**config.mk**
```make
export PLATFORM = sky130hd
export DESIGN_NAME = stepper_position_follower_flat
export DESIGN_NICKNAME = d
export VERILOG_FILES = /design/src/hw/rtl/sfp_pkg.sv /design/src/hw/rtl/sfp_ifs.sv /design/src/hw/rtl/sfp_front.sv /design/src/hw/rtl/sfp_back.sv /design/src/hw/rtl/stepper_position_follower.sv /design/src/flat_wrapper.sv
export SDC_FILE = /design/constraint.sdc
export NUM_CORES = 2
export LEC_CHECK = 0
export BUFFER_PORTS_ARGS = -buffer_cell sky130_fd_sc_hd__buf_2
export CAP_MARGIN = 30
export CORE_AREA = 2 2 213 215
export CTS_CLUSTER_SIZE = 10
export DETAILED_ROUTE_END_ITERATION = 8
export DIE_AREA = 0 0 215 217
export PLACE_DENSITY = 0.82
export SLEW_MARGIN = 40
export SYNTH_ARGS = -nofsm -noshare
export SYNTH_HDL_FRONTEND = slang
export SYNTH_SLANG_ARGS = --single-unit
```
**constraint.sdc**
```tcl
create_clock -name clk -period 13.7 [get_ports clk]
set_input_delay 1.37 -clock clk [delete_from_list [all_inputs] [get_ports clk]]
set_output_delay 1.37 -clock clk [all_outputs]
set_load 0.005 [all_outputs]
```
**src/hw/rtl/sfp_pkg.sv**
```systemverilog
`timescale 1ns / 1ps

package sfp_pkg;

  // Field widths
  localparam int SAMPLE_W = 12;
  localparam int STEP_W   = 12;
  localparam int COIL_W   = 4;
  localparam int PHASE_W  = 3;
  localparam int LEVEL_W  = 28;   // Q12.16 filtered level
  localparam int COEF_W   = 16;   // Q0.16 coefficients
  localparam int MUL_A_W  = COEF_W + 1;
  localparam int MUL_B_W  = LEVEL_W;
  localparam int PROD_W   = MUL_A_W + MUL_B_W;
  localparam int SUM_W    = PROD_W + 1;

  // Config port
  localparam int PADDR_W = 3;
  localparam int PDATA_W = 32;
  localparam logic [COEF_W-1:0] ALPHA_RESET = 16'd6554;
  localparam logic [COEF_W-1:0] SCALE_RESET = 16'd54627;

  typedef enum logic {
    REG_ALPHA = 1'b0,
    REG_SCALE = 1'b1
  } reg_idx_t;

  // Command queue between front and back
  localparam int QUEUE_DEPTH = 2;
  localparam int QPTR_W      = $clog2(QUEUE_DEPTH);
  localparam int QCNT_W      = $clog2(QUEUE_DEPTH + 1);

  typedef enum logic {
    OP_SAMPLE = 1'b0,
    OP_TICK   = 1'b1
  } op_t;

  typedef struct packed {
    op_t                 op;
    logic [SAMPLE_W-1:0] sample;
  } job_t;

  typedef struct packed {
    logic [COEF_W-1:0] alpha;
    logic [COEF_W-1:0] scale;
  } cfg_t;

  // Half-step coil sequence, bit0 = first coil
  function automatic logic [COIL_W-1:0] coil_pattern(input logic [PHASE_W-1:0] ph);
    logic [COIL_W-1:0] pat;
    unique case (ph)
      3'd0: pat = 4'h1;
      3'd1: pat = 4'h3;
      3'd2: pat = 4'h2;
      3'd3: pat = 4'h6;
      3'd4: pat = 4'h4;
      3'd5: pat = 4'hC;
      3'd6: pat = 4'h8;
      3'd7: pat = 4'h9;
      default: pat = 4'h1;
    endcase
    return pat;
  endfunction

endpackage

```
**src/hw/rtl/sfp_ifs.sv**
```systemverilog
`timescale 1ns / 1ps

// Input word: command and converter sample
interface sfp_in_if;
  import sfp_pkg::*;
  logic                valid;
  logic                ready;
  logic                cmd;
  logic [SAMPLE_W-1:0] sample;

  modport source (output valid, output cmd, output sample, input ready);
  modport sink   (input valid, input cmd, input sample, output ready);
endinterface

// Result word: coil pattern, setpoint and position
interface sfp_out_if;
  import sfp_pkg::*;
  logic              valid;
  logic              ready;
  logic [COIL_W-1:0] coils;
  logic [STEP_W-1:0] target_step;
  logic [STEP_W-1:0] motor_step;

  modport source (output valid, output coils, output target_step, output motor_step,
                  input ready);
  modport sink   (input valid, input coils, input target_step, input motor_step,
                  output ready);
endinterface

```
**src/hw/rtl/sfp_front.sv**
```systemverilog
`timescale 1ns / 1ps

module sfp_front (
  input  logic          clk,
  input  logic          rst_n,
  sfp_in_if.sink        in_item,
  output sfp_pkg::job_t q_job,
  output logic          q_valid,
  input  logic          q_pop
);
  import sfp_pkg::*;

  job_t              mem_r [QUEUE_DEPTH];
  logic [QPTR_W-1:0] wr_ptr_r;
  logic [QPTR_W-1:0] rd_ptr_r;
  logic [QCNT_W-1:0] count_r;
  logic              push;
  job_t              job_in;

  // Classify the incoming word
  always_comb begin
    job_in.op     = in_item.cmd ? OP_TICK : OP_SAMPLE;
    job_in.sample = in_item.sample;
  end

  assign in_item.ready = (count_r != QCNT_W'(QUEUE_DEPTH));
  assign push          = in_item.valid && in_item.ready;
  assign q_valid       = (count_r != '0);
  assign q_job         = mem_r[rd_ptr_r];

  // Queue storage
  always_ff @(posedge clk) begin
    if (push) begin
      mem_r[wr_ptr_r] <= job_in;
    end
  end

  // Queue pointers and fill count
  always_ff @(posedge clk) begin
    if (!rst_n) begin
      wr_ptr_r <= '0;
      rd_ptr_r <= '0;
      count_r  <= '0;
    end else begin
      if (push) begin
        wr_ptr_r <= (wr_ptr_r == QPTR_W'(QUEUE_DEPTH - 1)) ? '0 : wr_ptr_r + 1'b1;
      end
      if (q_pop) begin
        rd_ptr_r <= (rd_ptr_r == QPTR_W'(QUEUE_DEPTH - 1)) ? '0 : rd_ptr_r + 1'b1;
      end
      if (push && !q_pop) begin
        count_r <= count_r + 1'b1;
      end else if (q_pop && !push) begin
        count_r <= count_r - 1'b1;
      end
    end
  end

endmodule

```
**src/hw/rtl/sfp_back.sv**
```systemverilog
`timescale 1ns / 1ps

module sfp_back (
  input  logic          clk,
  input  logic          rst_n,
  input  sfp_pkg::cfg_t cfg,
  input  sfp_pkg::job_t q_job,
  input  logic          q_valid,
  output logic          q_pop,
  sfp_out_if.source     out_item
);
  import sfp_pkg::*;

  typedef enum logic [2:0] {
    S_IDLE,
    S_MUL_OLD,
    S_MUL_NEW,
    S_FILT,
    S_MUL_SCALE,
    S_GOAL,
    S_STEP,
    S_FIN
  } state_t;

  state_t              state_r;
  logic [LEVEL_W-1:0]  level_r;
  logic [STEP_W-1:0]   goal_r;
  logic [STEP_W-1:0]   pos_r;
  logic [PHASE_W-1:0]  phase_r;
  logic                first_r;
  logic [SAMPLE_W-1:0] sample_r;
  logic [COIL_W-1:0]   coils_r;
  logic [PROD_W-1:0]   prod_r;
  logic [PROD_W-1:0]   acc_r;
  logic                out_valid_r;
  logic [COIL_W-1:0]   out_coils_r;
  logic [STEP_W-1:0]   out_target_r;
  logic [STEP_W-1:0]   out_pos_r;

  logic [MUL_A_W-1:0]  mul_a;
  logic [MUL_B_W-1:0]  mul_b;
  logic [PROD_W-1:0]   prod;
  logic [SUM_W-1:0]    sum;
  logic                out_free;

  assign q_pop    = (state_r == S_IDLE) && q_valid;
  assign out_free = !out_valid_r || out_item.ready;

  // Shared multiplier operand select
  always_comb begin
    unique case (state_r)
      S_MUL_OLD: begin
        mul_a = MUL_A_W'(1 << COEF_W) - {1'b0, cfg.alpha};
        mul_b = level_r;
      end
      S_MUL_NEW: begin
        mul_a = {1'b0, cfg.alpha};
        mul_b = MUL_B_W'(sample_r);
      end
      default: begin
        mul_a = {1'b0, cfg.scale};
        mul_b = level_r;
      end
    endcase
    prod = mul_a * mul_b;
  end

  // EMA: old term plus new term, shifted from Q12.16 to line up with the old term's 32 fraction bits
  assign sum = SUM_W'(acc_r) + SUM_W'({prod_r, {COEF_W{1'b0}}});

  // Sequencer, state and result register
  always_ff @(posedge clk) begin
    if (!rst_n) begin
      state_r     <= S_IDLE;
      level_r     <= '0;
      goal_r      <= '0;
      pos_r       <= '0;
      phase_r     <= '0;
      first_r     <= 1'b1;
      out_valid_r <= 1'b0;
    end else begin
      // S_FIN reloads the result register itself
      if (out_valid_r && out_item.ready && (state_r != S_FIN)) begin
        out_valid_r <= 1'b0;
      end
      unique case (state_r)
        S_IDLE: begin
          if (q_valid) begin
            sample_r <= q_job.sample;
            coils_r  <= coil_pattern(phase_r);
            state_r  <= (q_job.op == OP_TICK) ? S_STEP : S_MUL_OLD;
          end
        end
        S_MUL_OLD: begin
          prod_r  <= prod;
          state_r <= S_MUL_NEW;
        end
        S_MUL_NEW: begin
          acc_r   <= prod_r;
          prod_r  <= prod;
          state_r <= S_FILT;
        end
        S_FILT: begin
          level_r <= sum[COEF_W +: LEVEL_W];
          state_r <= S_MUL_SCALE;
        end
        S_MUL_SCALE: begin
          prod_r  <= prod;
          state_r <= S_GOAL;
        end
        S_GOAL: begin
          goal_r <= prod_r[2*COEF_W +: STEP_W];
          if (first_r) begin
            pos_r   <= prod_r[2*COEF_W +: STEP_W];
            first_r <= 1'b0;
          end
          state_r <= S_FIN;
        end
        S_STEP: begin
          // One half step toward the setpoint
          if (goal_r > pos_r) begin
            phase_r <= phase_r + 1'b1;
            pos_r   <= pos_r + 1'b1;
          end else if (goal_r < pos_r) begin
            phase_r <= phase_r - 1'b1;
            pos_r   <= pos_r - 1'b1;
          end
          state_r <= S_FIN;
        end
        S_FIN: begin
          if (out_free) begin
            out_valid_r  <= 1'b1;
            out_coils_r  <= coils_r;
            out_target_r <= goal_r;
            out_pos_r    <= pos_r;
            state_r      <= S_IDLE;
          end
        end
        default: state_r <= S_IDLE;
      endcase
    end
  end

  assign out_item.valid       = out_valid_r;
  assign out_item.coils       = out_coils_r;
  assign out_item.target_step = out_target_r;
  assign out_item.motor_step  = out_pos_r;

endmodule

```
**src/hw/rtl/stepper_position_follower.sv**
```systemverilog
`timescale 1ns / 1ps

// Channel   Dir  Handshake             Payload
// in_item   in   valid/ready           cmd, sample
// out_item  out  valid/ready           coils, target_step, motor_step
// config    in   APB psel/penable      filter_alpha @0x0, setpoint_scale @0x4
//
// Ticks pass S_IDLE, S_STEP, S_FIN; samples pass S_IDLE, S_MUL_OLD, S_MUL_NEW,
// S_FILT, S_MUL_SCALE, S_GOAL, S_FIN, using the single shared 17x28 multiplier
// three times. A 2-word queue lets the input accept while the back end works.
// Synchronous active-low reset clears the queue, filter, phase and position.
// A stalled output holds its word; the back end waits in its final state.
module stepper_position_follower (
  input  logic                         clk,
  input  logic                         rst_n,
  sfp_in_if.sink                       in_item,
  sfp_out_if.source                    out_item,
  input  logic                         psel,
  input  logic                         penable,
  input  logic                         pwrite,
  input  logic [sfp_pkg::PADDR_W-1:0]  paddr,
  input  logic [sfp_pkg::PDATA_W-1:0]  pwdata,
  output logic [sfp_pkg::PDATA_W-1:0]  prdata,
  output logic                         pready
);
  import sfp_pkg::*;

  logic [COEF_W-1:0] alpha_r;
  logic [COEF_W-1:0] scale_r;
  cfg_t              cfg;
  job_t              q_job;
  logic              q_valid;
  logic              q_pop;
  logic              cfg_wr;
  reg_idx_t          reg_idx;

  // Register file
  assign pready  = 1'b1;
  assign cfg_wr  = psel && penable && pwrite && pready;
  assign reg_idx = reg_idx_t'(paddr[2]);

  always_ff @(posedge clk) begin
    if (!rst_n) begin
      alpha_r <= ALPHA_RESET;
      scale_r <= SCALE_RESET;
    end else if (cfg_wr) begin
      unique case (reg_idx)
        REG_ALPHA: alpha_r <= pwdata[COEF_W-1:0];
        REG_SCALE: scale_r <= pwdata[COEF_W-1:0];
        default: ;
      endcase
    end
  end

  always_comb begin
    unique case (reg_idx)
      REG_ALPHA: prdata = PDATA_W'(alpha_r);
      REG_SCALE: prdata = PDATA_W'(scale_r);
      default:   prdata = '0;
    endcase
  end

  assign cfg.alpha = alpha_r;
  assign cfg.scale = scale_r;

  sfp_front u_front (
    .clk     (clk),
    .rst_n   (rst_n),
    .in_item (in_item),
    .q_job   (q_job),
    .q_valid (q_valid),
    .q_pop   (q_pop)
  );

  sfp_back u_back (
    .clk      (clk),
    .rst_n    (rst_n),
    .cfg      (cfg),
    .q_job    (q_job),
    .q_valid  (q_valid),
    .q_pop    (q_pop),
    .out_item (out_item)
  );

  // Back end only pops a word that is present
  a_pop_valid: assert property (@(posedge clk) disable iff (!rst_n)
    q_pop |-> q_valid)
    else $error("queue popped while empty");

  // One word in flight at a time in the back end
  a_pop_spacing: assert property (@(posedge clk) disable iff (!rst_n)
    q_pop |=> !q_pop)
    else $error("back end popped on consecutive cycles");

  // Setpoint never reaches full scale
  a_target_range: assert property (@(posedge clk) disable iff (!rst_n)
    out_item.valid |-> (out_item.target_step != {STEP_W{1'b1}}))
    else $error("setpoint out of range");

endmodule

```
**src/flat_wrapper.sv**
```systemverilog
// flat-port wrapper written by rule: the top's interface ports become plain ports
module stepper_position_follower_flat import sfp_pkg::*;
  (clk, rst_n, psel, penable, pwrite, paddr, pwdata, prdata, pready, in_item_valid, in_item_cmd, in_item_sample, in_item_ready, out_item_valid, out_item_coils, out_item_target_step, out_item_motor_step, out_item_ready);
  sfp_in_if in_item_i ();
  sfp_out_if out_item_i ();
  input  logic clk;
  input  logic rst_n;
  input  logic psel;
  input  logic penable;
  input  logic pwrite;
  input  logic [sfp_pkg::PADDR_W-1:0] paddr;
  input  logic [sfp_pkg::PDATA_W-1:0] pwdata;
  output logic [sfp_pkg::PDATA_W-1:0] prdata;
  output logic pready;
  input wire logic [$bits(in_item_i.valid)-1:0] in_item_valid;
  input wire logic [$bits(in_item_i.cmd)-1:0] in_item_cmd;
  input wire logic [$bits(in_item_i.sample)-1:0] in_item_sample;
  output wire logic [$bits(in_item_i.ready)-1:0] in_item_ready;
  output wire logic [$bits(out_item_i.valid)-1:0] out_item_valid;
  output wire logic [$bits(out_item_i.coils)-1:0] out_item_coils;
  output wire logic [$bits(out_item_i.target_step)-1:0] out_item_target_step;
  output wire logic [$bits(out_item_i.motor_step)-1:0] out_item_motor_step;
  input wire logic [$bits(out_item_i.ready)-1:0] out_item_ready;
  assign in_item_i.valid = in_item_valid;
  assign in_item_i.cmd = in_item_cmd;
  assign in_item_i.sample = in_item_sample;
  assign in_item_ready = in_item_i.ready;
  assign out_item_valid = out_item_i.valid;
  assign out_item_coils = out_item_i.coils;
  assign out_item_target_step = out_item_i.target_step;
  assign out_item_motor_step = out_item_i.motor_step;
  assign out_item_i.ready = out_item_ready;
  stepper_position_follower u_core (.clk(clk), .rst_n(rst_n), .in_item(in_item_i), .out_item(out_item_i), .psel(psel), .penable(penable), .pwrite(pwrite), .paddr(paddr), .pwdata(pwdata), .prdata(prdata), .pready(pready));
endmodule
```
# Word level (Yosys, flattened, before mapping)
# Memories as Yosys holds them, arrays and structs flattened. A register that Yosys moved wholly into a read port is not among the register bits.
# Index checks and enable logic that the tools add are counted.
# Widths: inputs -> output; s select.
word_totals:
  register_bits: 224
  mem_bits_rw: 26
  mem_bits_ro: 32
  output_inout_bits: 63
  wordCells: 100
  mem_count: 2
mem_list:
  columns: ["name", "depth", "word_bits", "rd", "rd_ports_with_merged_regs", "write_ports", "line_no", "source"]
  rows:
  - ["(name not given)", 8, 4, 1, 1, 0, "sfp_pkg.sv:51", "unique case (ph)"]
  - ["u_core.u_front.mem_r", 2, 13, 1, 1, 1, "sfp_front.sv:13", "job_t mem_r [QUEUE_DEPTH];"]
classes:
  add_sub_neg: 10
  multipliers: 1
  n_lt_le_gt_ge: 2
  n_eq_ne: 13
  n_mux: 25
  bitwise: 1
  reduce_logical: 28
op_table:
  columns: ["op", "count"]
  rows:
  - ["$pmux 32 s2", 1]
  - ["$add 44x44->44", 1]
  - ["$mul 17x28->44", 1]
  - ["$mux 12", 3]
  - ["$pmux 17 s2", 1]
  - ["$mux 28", 1]
  - ["$pmux 12 s2", 1]
  - ["$pmux 3 s7", 1]
  - ["$sub 17x16->17 const A", 1]
  - ["$mux 3", 5]
  - ["$add 12x1->12 const B", 1]
  - ["$eq 3x3->1 const B", 4]
  - ["$gt 12x12->1", 1]
  - ["$lt 12x12->1", 1]
  - ["$reduce_and 2->1", 6]
  - ["$sub 12x1->12 const B", 1]
  - ["$mux 1", 10]
  - ["$reduce_and 3->1", 3]
  - ["$logic_and 1x1->1", 8]
  - ["$ne 2x2->1 const B", 4]
  - ["$reduce_bool 2->1", 4]
  - ["$eq 3x2->1 const B", 2]
  - ["$ne 3x3->1 const B", 2]
  - ["$mux 2", 2]
  - ["other kinds (12)", 15]

# Depth between registers and ports, before layout
depth:
  ltp_word: 6
  depth_mapped: 32
  ltp_nobuf: 29

# Modules after synthesis
# From an unflattened synthesis, not the netlist that was laid out.
hier_totals:
  hier_cells: 2902
  hier_area_um2: 26671.8
modules_own_cells:
  columns: ["mod", "instances", "cells_per_inst", "area_each_um2", "seq_area_each_um2"]
  rows:
  - ["sfp_back", 1, 2665, 23805.3, 4684.5]
  - ["stepper_position_follower", 1, 173, 1692.9, 640.6]
  - ["sfp_front", 1, 64, 1173.6, 880.8]

# Worst setup path after synthesis
# Ideal clock, no wire load.
synth_timing:
  kind: "register to register"
  from: "reg u_core.alpha_r[2]"
  to: "reg u_core.u_back.prod_r[43], data pin"
  setup_time_ns: 0.260
  arrival_time_ns: 7.289
  path_slack_ns: 6.151
  stages_incl_launch_ff: 31
  synth_period_minus_slack_ns: 7.549
  path_cell_list: "dfxtp_1 -> clkbuf_1 -> or3_1 -> nor2_2 -> nand2_1 -> nor2_1 -> xnor2_1 -> o22ai_1 -> a21oi_1 -> clkbuf_1 -> nand2_1 -> fa_1 -> inv_1 -> fa_1 -> inv_1 -> fa_1 -> inv_1 -> fa_1 -> fa_1 -> inv_1 -> fa_1 -> inv_1 -> ha_1 -> and2_1 -> and3_1 -> a221o_1 -> a31o_2 -> a2111oi_2 -> o31ai_1 -> a21oi_1 -> xnor2_1"
synth_via:
  elab_chain_len: 3
synth_lines:
  columns: ["item", "line_no", "source"]
  rows:
  - ["start: declaration", "stepper_position_follower.sv:28", "logic [COEF_W-1:0] alpha_r;"]
  - ["start signal: assignment", "stepper_position_follower.sv:48", "REG_ALPHA: alpha_r <= pwdata[COEF_W-1:0];"]
  - ["$sub 17x16->17", "sfp_back.sv:53", "mul_a = MUL_A_W'(1 << COEF_W) - {1'b0, cfg.alpha};"]
  - ["$pmux 17 s2 (*)", "sfp_back.sv:51", "unique case (state_r)"]
  - ["$mul 17x28->44 (*)", "sfp_back.sv:65", "prod = mul_a * mul_b;"]
  - ["net u_core.u_back.prod[43]", "sfp_back.sv:42", "logic [PROD_W-1:0] prod;"]
  - ["end signal: assignment", "sfp_back.sv:95", "prod_r <= prod;"]
  - ["end signal: assignment", "sfp_back.sv:100", "prod_r <= prod;"]
  - ["end signal: assignment", "sfp_back.sv:108", "prod_r <= prod;"]
  - ["end: declaration", "sfp_back.sv:33", "logic [PROD_W-1:0] prod_r;"]
# Mark *: on every way through the listed nets, which the timed path passes. The rest lies on a longest branch.
# A chain may end at the register's enable or synchronous reset.

# Worst setup path after layout
layout_timing:
  from: "reg u_core.u_back.state_r[2]"
  to: "reg u_core.u_back.prod_r[42], data pin"
layout_via:
  elab_chain_len: 3
  elab_cells_between_ends: 5
  classes_between: "mul: 1; eq/ne: 2; mux: 2"
layout_lines:
  columns: ["item", "line_no", "source"]
  rows:
  - ["start: declaration", "sfp_back.sv:25", "state_t state_r;"]
  - ["start signal: assignment", "sfp_back.sv:91", "state_r <= (q_job.op == OP_TICK) ? S_STEP : S_MUL_OLD;"]
  - ["$eq 3x2->1 / $eq 3x1->1 (equally long branches)", "sfp_back.sv:51", null]
  - ["$pmux 17 s2 / $mux 28 (equally long branches)", "sfp_back.sv:51", null]
  - ["$mul 17x28->44 (*)", "sfp_back.sv:65", null]
  - ["net u_core.u_back.prod[42]", "sfp_back.sv:42", null]
# Marked as above.

==> qor.txt <==
Crit. End Element: flip-flop
Fill cell instance count of the final layout: 3669
Combinational Power Share: 73.5%
Most frequent cells in the layout: nand2_1, inv_1, fa_1
Synth-to-layout area growth: 6.705%
Mux contribution to synthesized area: 1.880%
Share of layout cells above drive strength 1: 7.215%
Syn avg cell area: 8.987 sq um
Setup_tns: 0 ns
Num rows: 78
Cells on worst reg2reg path: 26
Setup CP Type: flip-flop to flip-flop
Die Area: 0.04666 sq mm
CP Max Fanout: 18
Chip height: 217 um
Core Area: 0.04470 sq mm
Initial antenna violation count: 2
Outcome: finished, final reports clean
Nets: 3573
Starting Density: 58.95%
Post-synthesis cell area: 0.02635 sq mm
CTS H-tree depth: 1
# DRC: 0
Sw frac: 52.18%
Ys Warns: 0
Die W: 215 um
Via/cell ratio: 5.778
Psw: 3632 uW
Layout Skew: 0.01540 ns
Hold_sp: u_core.u_back.prod_r[28]
Worst Setup SP: u_core.u_back.state_r[2]
Vias in the first global route: 21409
RSZ-0062 raised after global routing: false
Synth Area in XOR/XNOR: 2.958%
CTS tree: built
Leak: 0.01344 uW
CTS Buf Count: 27
Largest family of logic cells by synthesized area: adder cells
Worst Path Arrival: 9.13 ns
Hold crit path type: flip-flop to flip-flop
Worst-Skew Late Latency: 0.53 ns
Global-route wire length before repair: 111000 um
Fin area: 0.02812 sq mm
Slew headroom: 43.00%
CP Launch Type: flip-flop
Netlist cell types: 69
Commonest non-fill, non-tap cell in the layout: nand2_1
Hold bufs inserted after CTS: 0
Clk sink count: 239
Int Power: 3328 uW
I/O pins: 118
Syn Inst Count: 2932
Synth Area in Compound Gates: 8.424%
Async set or reset register ratio after synthesis: 0%
EDFF count, synth: 142
#FFs+latches synth: 239
Post-synthesis adder-cell area fraction: 37.59%
Max VDD drop: 204.7 uV
Post-Synth Simple-Gate Area: 15.47%
Tmin final: 8.876 ns
PortBufs: 82
Final Hold Viols: 0
Slew Viols, Final: 0
Total grt overflow: 0
Post-DRT Antenna Nets: 0
Placed instance area: 0.02736 sq mm
Post-CTS sizing: 0
Seq/Total Area, Yosys: 23.55%
Largest net degree at the start of global routing: 57
Fmax achieved: 112.7 MHz
CTS clk-pin slew, worst paths: 0.06 ns
Final period util: 64.79%
Depth of the worst hold-timing path: 0
Total GRT Usage: 29.98%
Required @ worst endpoint: 13.96 ns
Drt pass-1 iters: 6
Max cap viols: 0
Routed WL: 69130 um
Wirelength per Cell: 19.31 um
Final setup viols: 0
Via count: 20686
RR Startpoint: u_core.u_back.state_r[2]
Max clock buf depth: 3
Antenna diodes: 0
Post-CTS Setup Inserts: 0
Flop pwr share: 17.3%
Root Driver: clkbuf_16
Placer Congestion: 0.9529
Share of power burned in the clock network: 9.2%
Top FF cell, synth: edfxtp_1
Worst Tran Pin Value: 0.8312 ns
Post-DP HPWL: 54070 um
Iteration-0 DRC Markers: 2060
Power Density: 247.5 mW/mm^2
==> sequential cells by signal (all words and copies together), names as in the netlist, 16 cells and up, named ones only <==
register	cells
u_core.u_back.prod_r	44
u_core.scale_r	16
u_core.u_back.acc_r	28
u_core.u_back.level_r	28
u_core.u_front.mem_r	26
u_core.alpha_r	16
==> final timing paths <==
kind / to / slack [ns]
worst max-delay path: u_core.u_back.prod_r[42] / 4.82
worst min register to register: u_core.u_back.acc_r[28] / 0.42
worst max register to register: u_core.u_back.prod_r[42] / 4.82
worst min-delay path: u_core.u_back.acc_r[28] / 0.42
==> critical path, cell delays in order (launching register included) <==
cell      delay [ns]
dfxtp_1         0.64
inv_1           0.38
nand2_1         0.48
o22a_1          0.19
o22ai_1         0.16
nor2_1          0.65
buf_4           0.40
nand2_1         0.12
fa_1            0.57
inv_1           0.07
fa_1            0.49
fa_1            0.56
fa_1            0.44
fa_1            0.50
inv_1           0.05
fa_1            0.51
inv_1           0.05
ha_1            0.37
and3_1          0.26
and4_1          0.21
o21a_1          0.10
a211o_1         0.37
a21oi_1         0.26
o21bai_1        0.10
a21oi_1         0.26
o21ai_0         0.18
xor2_1          0.18
==> Yosys cell counts (all sizes together) (11+ instances only) <==
library cell | number | area, sq um
and2 | 44 | 275.3
nand2b | 11 | 68.82
and3 | 12 | 75.07
nor2 | 182 | 693.2
nand2 | 590 | 2215
nand3 | 52 | 265.3
ha | 166 | 2077
a21o | 49 | 367.9
xor2 | 35 | 306.5
edfxtp | 142 | 4264
a21oi | 128 | 640.6
o22ai | 19 | 125.1
mux2 | 28 | 315.3
nor2b | 11 | 68.82
nor3 | 25 | 141.4
clkbuf | 100 | 375.4
inv | 553 | 2076
o211ai | 12 | 90.09
dfxtp | 97 | 1942
o21ai | 56 | 280.3
mux2i | 18 | 180.2
buf | 32 | 205.2
xnor2 | 54 | 473.0
a31oi | 13 | 81.33
fa | 391 | 7828
==> power groups by stage <==
stage	Sequential, uW	Clock (uW)	Combinational [uW]
after CTS	1190	644	5060
after floorplan	1130	0	3700
after detailed placement	1210	0	5010
final	1200	638	5120
after global placement	1200	0	4840
after global routing	1210	675	5710
==> routing by layer <==
metal / vias up / GRT usage [%] / part of all wire [%]
li1: 9191 / - / -
met1: 10276 / 39.01 / 39
met2: 1008 / 50.61 / 48
met3: 211 / 4.836 / 8.1
met4: 0 / 11.91 / 4.3
met5: - / 0 / 0
==> layout make-up <==
type / count / area (sq um) / area share [%]
Multi-Input combinational cell: 2022 / 17630 / 62.70
Inverter: 554 / 2079 / 7.396
Clock buffer: 48 / 754.5 / 2.683
Sequential cell: 239 / 6206 / 22.07
Timing Repair Buffer: 117 / 695.7 / 2.474
Tap cell: 600 / 750.7 / 2.670
==> per-stage QoR <==
stage | util, % | power [uW] | hold WS, ns | setup slack, ns | cells
2_1_floorplan | - | 4830 | 0.4003 | 6.151 | 2947
3_3_place_gp | 61.06 | 6045 | 0.4067 | 5.062 | 3529
3_5_place_dp | 61.20 | 6213 | 0.4075 | 5.015 | 3532
4_1_cts | 62.89 | 6896 | 0.4208 | 4.998 | 3580
5_1_grt | 62.90 | 7595 | 0.4266 | 4.339 | 3580
6_report | 62.90 | 6959 | 0.4203 | 4.824 | 3580
==> cell families after synthesis <==
kind of cell	Yosys count
other	2
AO/OA/AOI/OAI	349
AND/OR/NAND/NOR	964
XOR/XNOR	89
adder cells (fa/ha/maj)	557
buffers and inverters	686
multiplexers	46
flip-flops	239
No activity file was read; power rests on OpenSTA's default activity.
